File: src/hw/rtl/lpr_pkg.sv
// Shared types and constants for the line pixel rasterizer.
`timescale 1ns / 1ps
`default_nettype none

package lpr_pkg;

    localparam int COORD_BITS = 8;
    localparam int COLOR_BITS = 32;

    localparam logic [COLOR_BITS-1:0] COLOR_RESET = '1;

    // Action codes of an input item
    localparam logic ACT_START = 1'b0;
    localparam logic ACT_NEXT  = 1'b1;

    typedef struct packed {
        logic                  action;
        logic [COORD_BITS-1:0] start_x;
        logic [COORD_BITS-1:0] start_y;
        logic [COORD_BITS-1:0] end_x;
        logic [COORD_BITS-1:0] end_y;
    } in_item_t;

    typedef struct packed {
        logic [COORD_BITS-1:0] pixel_x;
        logic [COORD_BITS-1:0] pixel_y;
        logic [COLOR_BITS-1:0] pixel_color;
        logic                  last_pixel;
    } out_item_t;

    typedef struct packed {
        logic load;
        logic setup;
        logic step;
    } dp_cmd_t;

    typedef struct packed {
        logic last;
    } dp_stat_t;

endpackage

`default_nettype wire

File: src/hw/rtl/line_pixel_rasterizer.sv
// Top level of the line pixel rasterizer: controller, datapath and checks.
//
//  channel  | signals                      | payload
//  ---------+------------------------------+---------------------------------
//  input    | s_valid / s_ready / s_data   | action, start_x, start_y, end_x, end_y
//  result   | m_valid / m_ready / m_data   | pixel_x, pixel_y, pixel_color, last_pixel
//  config   | cfg_wr_en / cfg_wr_data      | draw_color
//
// A start item is first loaded, which orders the endpoints, then set up, which computes the
// span and minor step; s_ready is low during setup.
// For a next item, the minor coordinate comes from a running quotient and remainder
// updated by one add and compare per pixel.
// The output register frees s_ready again in the cycle its item is taken.
// Reset is synchronous, active low; draw_color resets to all ones, the block idle.
`timescale 1ns / 1ps
`default_nettype none

module line_pixel_rasterizer (
    input  wire logic                           aclk,
    input  wire logic                           aresetn,
    input  wire logic                           s_valid,
    output logic                                s_ready,
    input  wire lpr_pkg::in_item_t              s_data,
    output logic                                m_valid,
    input  wire logic                           m_ready,
    output lpr_pkg::out_item_t                  m_data,
    input  wire logic                           cfg_wr_en,
    input  wire logic [lpr_pkg::COLOR_BITS-1:0] cfg_wr_data
);

    lpr_pkg::dp_cmd_t  dp_cmd;
    lpr_pkg::dp_stat_t dp_stat;

    lpr_ctrl u_ctrl (
        .aclk     (aclk),
        .aresetn  (aresetn),
        .s_valid  (s_valid),
        .s_ready  (s_ready),
        .s_action (s_data.action),
        .m_valid  (m_valid),
        .m_ready  (m_ready),
        .dp_cmd   (dp_cmd),
        .dp_stat  (dp_stat)
    );

    lpr_datapath u_datapath (
        .aclk        (aclk),
        .aresetn     (aresetn),
        .s_data      (s_data),
        .cfg_wr_en   (cfg_wr_en),
        .cfg_wr_data (cfg_wr_data),
        .dp_cmd      (dp_cmd),
        .dp_stat     (dp_stat),
        .m_data      (m_data)
    );

    // a pixel is only produced into a free or draining output register
    assert property (@(posedge aclk) disable iff (!aresetn)
        dp_cmd.step |-> (!m_valid || m_ready))
        else $error("pixel step overwrote a pending result item");

    // after the final pixel the next cycle cannot step again
    assert property (@(posedge aclk) disable iff (!aresetn)
        (dp_cmd.step && dp_stat.last) |=> !dp_cmd.step)
        else $error("pixel step issued after the last pixel");

    // setup does not repeat in the next cycle and blocks input
    assert property (@(posedge aclk) disable iff (!aresetn)
        dp_cmd.setup |=> (!dp_cmd.setup && $past(!s_ready)))
        else $error("setup phase did not complete in one cycle");

endmodule

`default_nettype wire

File: src/hw/rtl/lpr_ctrl.sv
// Controller state machine for the line pixel rasterizer.
`timescale 1ns / 1ps
`default_nettype none

module lpr_ctrl (
    input  wire logic               aclk,
    input  wire logic               aresetn,
    input  wire logic               s_valid,
    output logic                    s_ready,
    input  wire logic               s_action,
    output logic                    m_valid,
    input  wire logic               m_ready,
    output lpr_pkg::dp_cmd_t        dp_cmd,
    input  wire lpr_pkg::dp_stat_t  dp_stat
);

    localparam logic [1:0] S_IDLE  = 2'd0;
    localparam logic [1:0] S_SETUP = 2'd1;
    localparam logic [1:0] S_RUN   = 2'd2;

    logic [1:0] state_reg, state_next;
    logic       m_valid_reg, m_valid_next;
    logic       accept;

    assign s_ready = (state_reg != S_SETUP) && (!m_valid_reg || m_ready);
    assign accept  = s_valid && s_ready;
    assign m_valid = m_valid_reg;

    always_comb begin
        dp_cmd.load  = accept && (s_action == lpr_pkg::ACT_START);
        dp_cmd.setup = (state_reg == S_SETUP);
        dp_cmd.step  = accept && (s_action == lpr_pkg::ACT_NEXT) && (state_reg == S_RUN);
    end

    always_comb begin
        state_next = state_reg;
        case (state_reg)
            S_IDLE: begin
                if (dp_cmd.load) state_next = S_SETUP;
            end
            S_SETUP: begin
                state_next = S_RUN;
            end
            S_RUN: begin
                // a new start abandons the current line
                if (dp_cmd.load) begin
                    state_next = S_SETUP;
                end else if (dp_cmd.step && dp_stat.last) begin
                    state_next = S_IDLE;
                end
            end
            default: state_next = S_IDLE;
        endcase
    end

    always_comb begin
        m_valid_next = m_valid_reg;
        if (dp_cmd.step) begin
            m_valid_next = 1'b1;
        end else if (m_ready) begin
            m_valid_next = 1'b0;
        end
    end

    always_ff @(posedge aclk) begin
        if (!aresetn) begin
            state_reg   <= S_IDLE;
            m_valid_reg <= 1'b0;
        end else begin
            state_reg   <= state_next;
            m_valid_reg <= m_valid_next;
        end
    end

endmodule

`default_nettype wire

File: src/hw/rtl/lpr_datapath.sv
// Datapath: endpoint ordering, incremental minor-axis quotient, output register.
`timescale 1ns / 1ps
`default_nettype none

module lpr_datapath (
    input  wire logic                                aclk,
    input  wire logic                                aresetn,
    input  wire lpr_pkg::in_item_t                   s_data,
    input  wire logic                                cfg_wr_en,
    input  wire logic [lpr_pkg::COLOR_BITS-1:0]      cfg_wr_data,
    input  wire lpr_pkg::dp_cmd_t                    dp_cmd,
    output lpr_pkg::dp_stat_t                        dp_stat,
    output lpr_pkg::out_item_t                       m_data
);

    localparam int CB = lpr_pkg::COORD_BITS;

    logic [lpr_pkg::COLOR_BITS-1:0] color_reg;

    logic [CB-1:0] major_now_reg, major_first_reg, major_last_reg;
    logic [CB-1:0] minor_first_reg, minor_last_reg;
    logic          steep_reg;

    logic [CB-1:0]        den_reg;
    logic signed [CB:0]   dn_reg;
    logic [CB-1:0]        q_reg, q_next;
    logic signed [CB+1:0] r_reg, r_next;

    lpr_pkg::out_item_t out_reg;

    // start item decode
    logic [CB-1:0] span_x, span_y;
    logic          steep;
    logic [CB-1:0] m0, n0, m1, n1;
    logic          swap;

    logic signed [CB+1:0] r_sum, den_ext;

    always_comb begin
        span_x = (s_data.start_x > s_data.end_x) ? s_data.start_x - s_data.end_x
                                                 : s_data.end_x - s_data.start_x;
        span_y = (s_data.start_y > s_data.end_y) ? s_data.start_y - s_data.end_y
                                                 : s_data.end_y - s_data.start_y;
        steep  = span_x < span_y;
        m0     = steep ? s_data.start_y : s_data.start_x;
        n0     = steep ? s_data.start_x : s_data.start_y;
        m1     = steep ? s_data.end_y   : s_data.end_x;
        n1     = steep ? s_data.end_x   : s_data.end_y;
        swap   = m0 > m1;
    end

    // advance the quotient: value is q + r/den with 0 <= r < den
    always_comb begin
        den_ext = signed'({2'b00, den_reg});
        r_sum   = r_reg + (CB+2)'(dn_reg);
        q_next  = q_reg;
        r_next  = r_sum;
        if (!dn_reg[CB]) begin
            if (r_sum >= den_ext) begin
                r_next = r_sum - den_ext;
                q_next = q_reg + CB'(1);
            end
        end else if (r_sum[CB+1]) begin
            r_next = r_sum + den_ext;
            q_next = q_reg - CB'(1);
        end
    end

    assign dp_stat.last = (major_now_reg >= major_last_reg);
    assign m_data       = out_reg;

    always_ff @(posedge aclk) begin
        if (!aresetn) begin
            color_reg <= lpr_pkg::COLOR_RESET;
        end else if (cfg_wr_en) begin
            color_reg <= cfg_wr_data;
        end
    end

    always_ff @(posedge aclk) begin
        if (dp_cmd.load) begin
            steep_reg       <= steep;
            major_first_reg <= swap ? m1 : m0;
            minor_first_reg <= swap ? n1 : n0;
            major_last_reg  <= swap ? m0 : m1;
            minor_last_reg  <= swap ? n0 : n1;
            major_now_reg   <= swap ? m1 : m0;
        end else if (dp_cmd.step) begin
            major_now_reg   <= major_now_reg + CB'(1);
        end

        if (dp_cmd.setup) begin
            den_reg <= major_last_reg - major_first_reg;
            dn_reg  <= signed'({1'b0, minor_last_reg}) - signed'({1'b0, minor_first_reg});
            q_reg   <= minor_first_reg;
            r_reg   <= '0;
        end else if (dp_cmd.step) begin
            q_reg   <= q_next;
            r_reg   <= r_next;
        end

        if (dp_cmd.step) begin
            // swap axes back for steep lines
            out_reg.pixel_x     <= steep_reg ? q_reg : major_now_reg;
            out_reg.pixel_y     <= steep_reg ? major_now_reg : q_reg;
            out_reg.pixel_color <= color_reg;
            out_reg.last_pixel  <= dp_stat.last;
        end
    end

endmodule

`default_nettype wire

File: config.mk
export PLATFORM = sky130hd
export DESIGN_NAME = line_pixel_rasterizer
export DESIGN_NICKNAME = d
export VERILOG_FILES = /design/src/hw/rtl/lpr_pkg.sv /design/src/hw/rtl/line_pixel_rasterizer.sv /design/src/hw/rtl/lpr_ctrl.sv /design/src/hw/rtl/lpr_datapath.sv
export SDC_FILE = /design/constraint.sdc
export NUM_CORES = 1
export LEC_CHECK = 0
export ABC_CLOCK_PERIOD_IN_PS = 14000
export BUFFER_PORTS_ARGS = -buffer_cell sky130_fd_sc_hd__buf_4
export CAP_MARGIN = 20
export CORE_MARGIN = 2
export CORE_UTILIZATION = 55
export CTS_CLUSTER_DIAMETER = 100
export CTS_CLUSTER_SIZE = 16
export DETAILED_ROUTE_END_ITERATION = 10
export PLACE_DENSITY = 0.78
export SYNTH_ARGS = -nofsm -noshare
export SYNTH_HDL_FRONTEND = slang
export SYNTH_HIERARCHICAL = 1
export SYNTH_SLANG_ARGS = --single-unit
File: constraint.sdc
create_clock -name aclk -period 14 [get_ports aclk]
set_input_delay 2.8 -clock aclk [delete_from_list [all_inputs] [get_ports aclk]]
set_output_delay 2.8 -clock aclk [all_outputs]
set_load 0.03 [all_outputs]
==> summary.json <==
{
  "die_h_um": 142,
  "most_instantiated_library_cell_after_synthesis": "edfxtp_1",
  "core-area_mm2": 0.0187,
  "dominantRegCellSynth": "edfxtp_1",
  "cellPowerDensity_mw_per_mm2": 165,
  "final_period_minus_worst_setup_slack_ns": 8.70,
  "synth_top_area_share": 0.329,
  "clkSinkCount": 160,
  "number_of_instances_in_the_synthesized_netlist": 991,
  "fillCellCount": 1449,
  "max_stage_delay_ns": 0.56,
  "run_status": "finished, final reports clean",
  "worstRegToRegCells": 13,
  "die-area_mm2": 0.0202,
  "worst_path_class_setup": "primary input to flop",
  "vdd_drop_max_uv": 139,
  "ys.warnings.count": 6,
  "route.final.wire_length_um": 22900,
  "timing.fmax_ghz": 0.115,
  "setup.worst_path.end_class": "flop",
  "detailroute.via_count": 7650,
  "postLayoutCellArea_mm2": 0.0122,
  "ys_seq_area_frac": 0.415,
  "critical_path.top_delay_family": "compound AO/OA/AOI/OAI gates",
  "drv_cap": 0,
  "grt_overflow_total": 0,
  "static-leakage-power_nw": 5.44,
  "area_used_by_multi_input_combinational_logic_mm2": 0.00563,
  "post_synth_instance_area_mm2": 0.0105,
  "number_of_flip_flops_in_the_largest_register": 49,
  "ff_latch_area_mm2": 0.00435,
  "min-delay-path-class": "flop to flop",
  "grt.total_usage": 0.226,
  "skew_ns": 0.00917,
  "place_congestion": 0.844,
  "cts_tree": "yes",
  "report.final.slew_viol_count": 0,
  "detailed_place_hpwl_um": 17000,
  "worst_pin_slew_ns": 0.879,
  "worst_path_slowest_cell": "buf_4",
  "dp.cells": 1316,
  "setup-tns-final_ns": 0,
  "ys_seq_elements": 160,
  "asyncSetResetFlopFracSynth": 0,
  "std_cell_rows": 50,
  "setup.worst_path.start_class": "primary input",
  "drt_first_pass_iters": 5,
  "unrepaired_setup_endpoints_after_global_routing": "no",
  "antenna_cells": 0,
  "fin_hold_ws_ns": 0.433,
  "number_of_standard_cells_in_the_layout_taps_in_and_fillers_out": 1348,
  "path_max_fanout": 49,
  "min_delay_path_depth": 0,
  "htree_levels": 4,
  "nets": 1282,
  "antenna_found_initial": 0,
  "place_area_mm2": 0.0116,
  "synth_nets": 1172,
  "vias_in_the_first_global_route": 7567,
  "ctsResizeCount": 0,
  "worstHoldEndpoint": "u_datapath/m_data[14]$_DFFE_PP_",
  "grt_max_degree": 70,
  "reg2reg_from": "u_datapath/dn_reg[0]$_DFFE_PP_",
  "portBuffers": 120,
  "drc_errors": 0,
  "post_synthesis_cell_type_with_the_largest_combined_area": "edfxtp_1",
  "routedWlPerCell_um": 17.0,
  "final_hold_viol_count": 0,
  "postCtsSetupRepairBufs": 0,
  "critPathBufInv": 6,
  "r2r_end": "u_datapath/q_reg[3]$_DFFE_PP_",
  "path_clk_slew_ns": 0.07,
  "fin_crit_sh": 0.621,
  "critical_path_arrival_ns": 8.87,
  "drt_first_iter_violations": 496,
  "post_synth.cell_area_avg_um2": 10.6,
  "io_pins": 121,
  "setup_viol_count_final": 0,
  "cts_hold_buffers": 0,
  "ff2ff_setup_slack_ns": 9.94,
  "die-width_um": 142,
  "synthTopCellsByCount": "edfxtp_1, mux2i_1, inv_1, ha_1, nand2_1",
  "initial_utilization": 0.561,
  "min_from": "u_datapath/color_reg[13]$_SDFFE_PN1P_",
  "leading_cell_types_by_total_area_after_synthesis": "edfxtp_1, ha_1, mux2i_1",
  "route.detailed.vias_per_inst": 5.68,
  "syn2layout_area_growth_pct": 16.1,
  "drive_gt1_frac": 0.187,
  "grt_pass1_wl_um": 36000,
  "cts-root-to-sink-buffers": 2,
  "crit_required_ns": 14.17,
  "worstSkewPairLatency_ns": 0.42,
  "synth-edff-count": 115,
  "ant_nets": 0,
  "slew_headroom": 0.414,
  "synth_cell_type_count": 71,
  "numCtsBuffers": 17,
  "clockRootBuffer": "clkbuf_16"
}
placed cells by master (no fill, tap or decap), types with 5 or more instances in the layout:
cell | synthesis | layout
buf_4 | 3 | 127
edfxtp_1 | 115 | 115
mux2i_1 | 107 | 107
inv_1 | 103 | 103
ha_1 | 101 | 101
nand2_1 | 61 | 61
a21oi_1 | 58 | 57
dfxtp_1 | 45 | 45
nor2_1 | 45 | 43
o21ai_0 | 36 | 36
xnor2_1 | 34 | 34
mux2_2 | 28 | 28
xor2_1 | 22 | 22
a21o_1 | 21 | 21
clkbuf_16 | 0 | 17
nand3_1 | 16 | 16
nand2b_1 | 16 | 16
nor2b_1 | 14 | 14
a211oi_1 | 12 | 12
nor3_1 | 10 | 10
fa_1 | 10 | 10
o21bai_1 | 7 | 7
a31oi_1 | 6 | 6
nand4_1 | 6 | 6
and3_1 | 6 | 6
inv_8 | 0 | 5
a21boi_0 | 5 | 5
o211ai_1 | 5 | 5
or3_1 | 5 | 5
through the flow:
| stage | setup slack [ns] | util | power (mW) |
|---|---|---|---|
| 6_report | 5.30 | 0.652 | 2.01 |
| 5_1_grt | 4.91 | 0.652 | 2.15 |
| 4_1_cts | 5.36 | 0.652 | 2.02 |
| 3_5_place_dp | 4.95 | 0.621 | 1.57 |
| 3_3_place_gp | 5.10 | 0.621 | 1.54 |
| 2_1_floorplan | 5.49 | - | 1.37 |
per-layer routing:
layer	share of wire	vias to the layer above	routed length, um	GRT usage
met4	0.024	0	554	0.0805
li1	-	3749	-	-
met1	0.43	3672	9840	0.279
met3	0.042	41	958	0.0384
met5	0	-	0	0
met2	0.50	188	11600	0.398
area by class of cell:
type	instances	share of cell area
Inverter	104	0.0320
Clock buffer	18	0.0352
Clock inverter	14	0.0115
Tap cell	234	0.0240
Multi-Input combinational cell	691	0.462
Sequential cell	160	0.357
Timing Repair Buffer	127	0.0782
cell families (layout without fill, tap and decap cells):
family,count (synthesis),after routing,share of synthesized area
multiplexers,137,137,0.135
XOR/XNOR,56,56,0.0467
buffers and inverters,140,263,0.0527
flip-flops,160,160,0.415
AO/OA/AOI/OAI,184,184,0.113
adder cells (fa/ha/maj),111,111,0.139
AND/OR/NAND/NOR,203,203,0.0988
worst max-delay path by stage:
stage	from	endpoint	slack [ns]	cells past startpoint
floorplan	s_data[16]	u_datapath/major_now_reg[6]$_DFFE_PP_	5.49	28
global placement	s_data[16]	u_datapath/major_now_reg[0]$_DFFE_PP_	5.10	28
detailed placement	s_data[16]	u_datapath/major_now_reg[0]$_DFFE_PP_	4.95	28
CTS	s_data[16]	u_datapath/major_now_reg[0]$_DFFE_PP_	5.36	28
global route	s_data[16]	u_datapath/major_now_reg[0]$_DFFE_PP_	4.91	28
finish	s_data[16]	u_datapath/major_now_reg[0]$_DFFE_PP_	5.30	28
power by group:
group          internal (mW)  switching, mW
sequential             0.612         0.0337
combinational          0.407          0.520
clock                  0.237          0.205
total                   1.26          0.759
(Power assumes the default switching activity.)
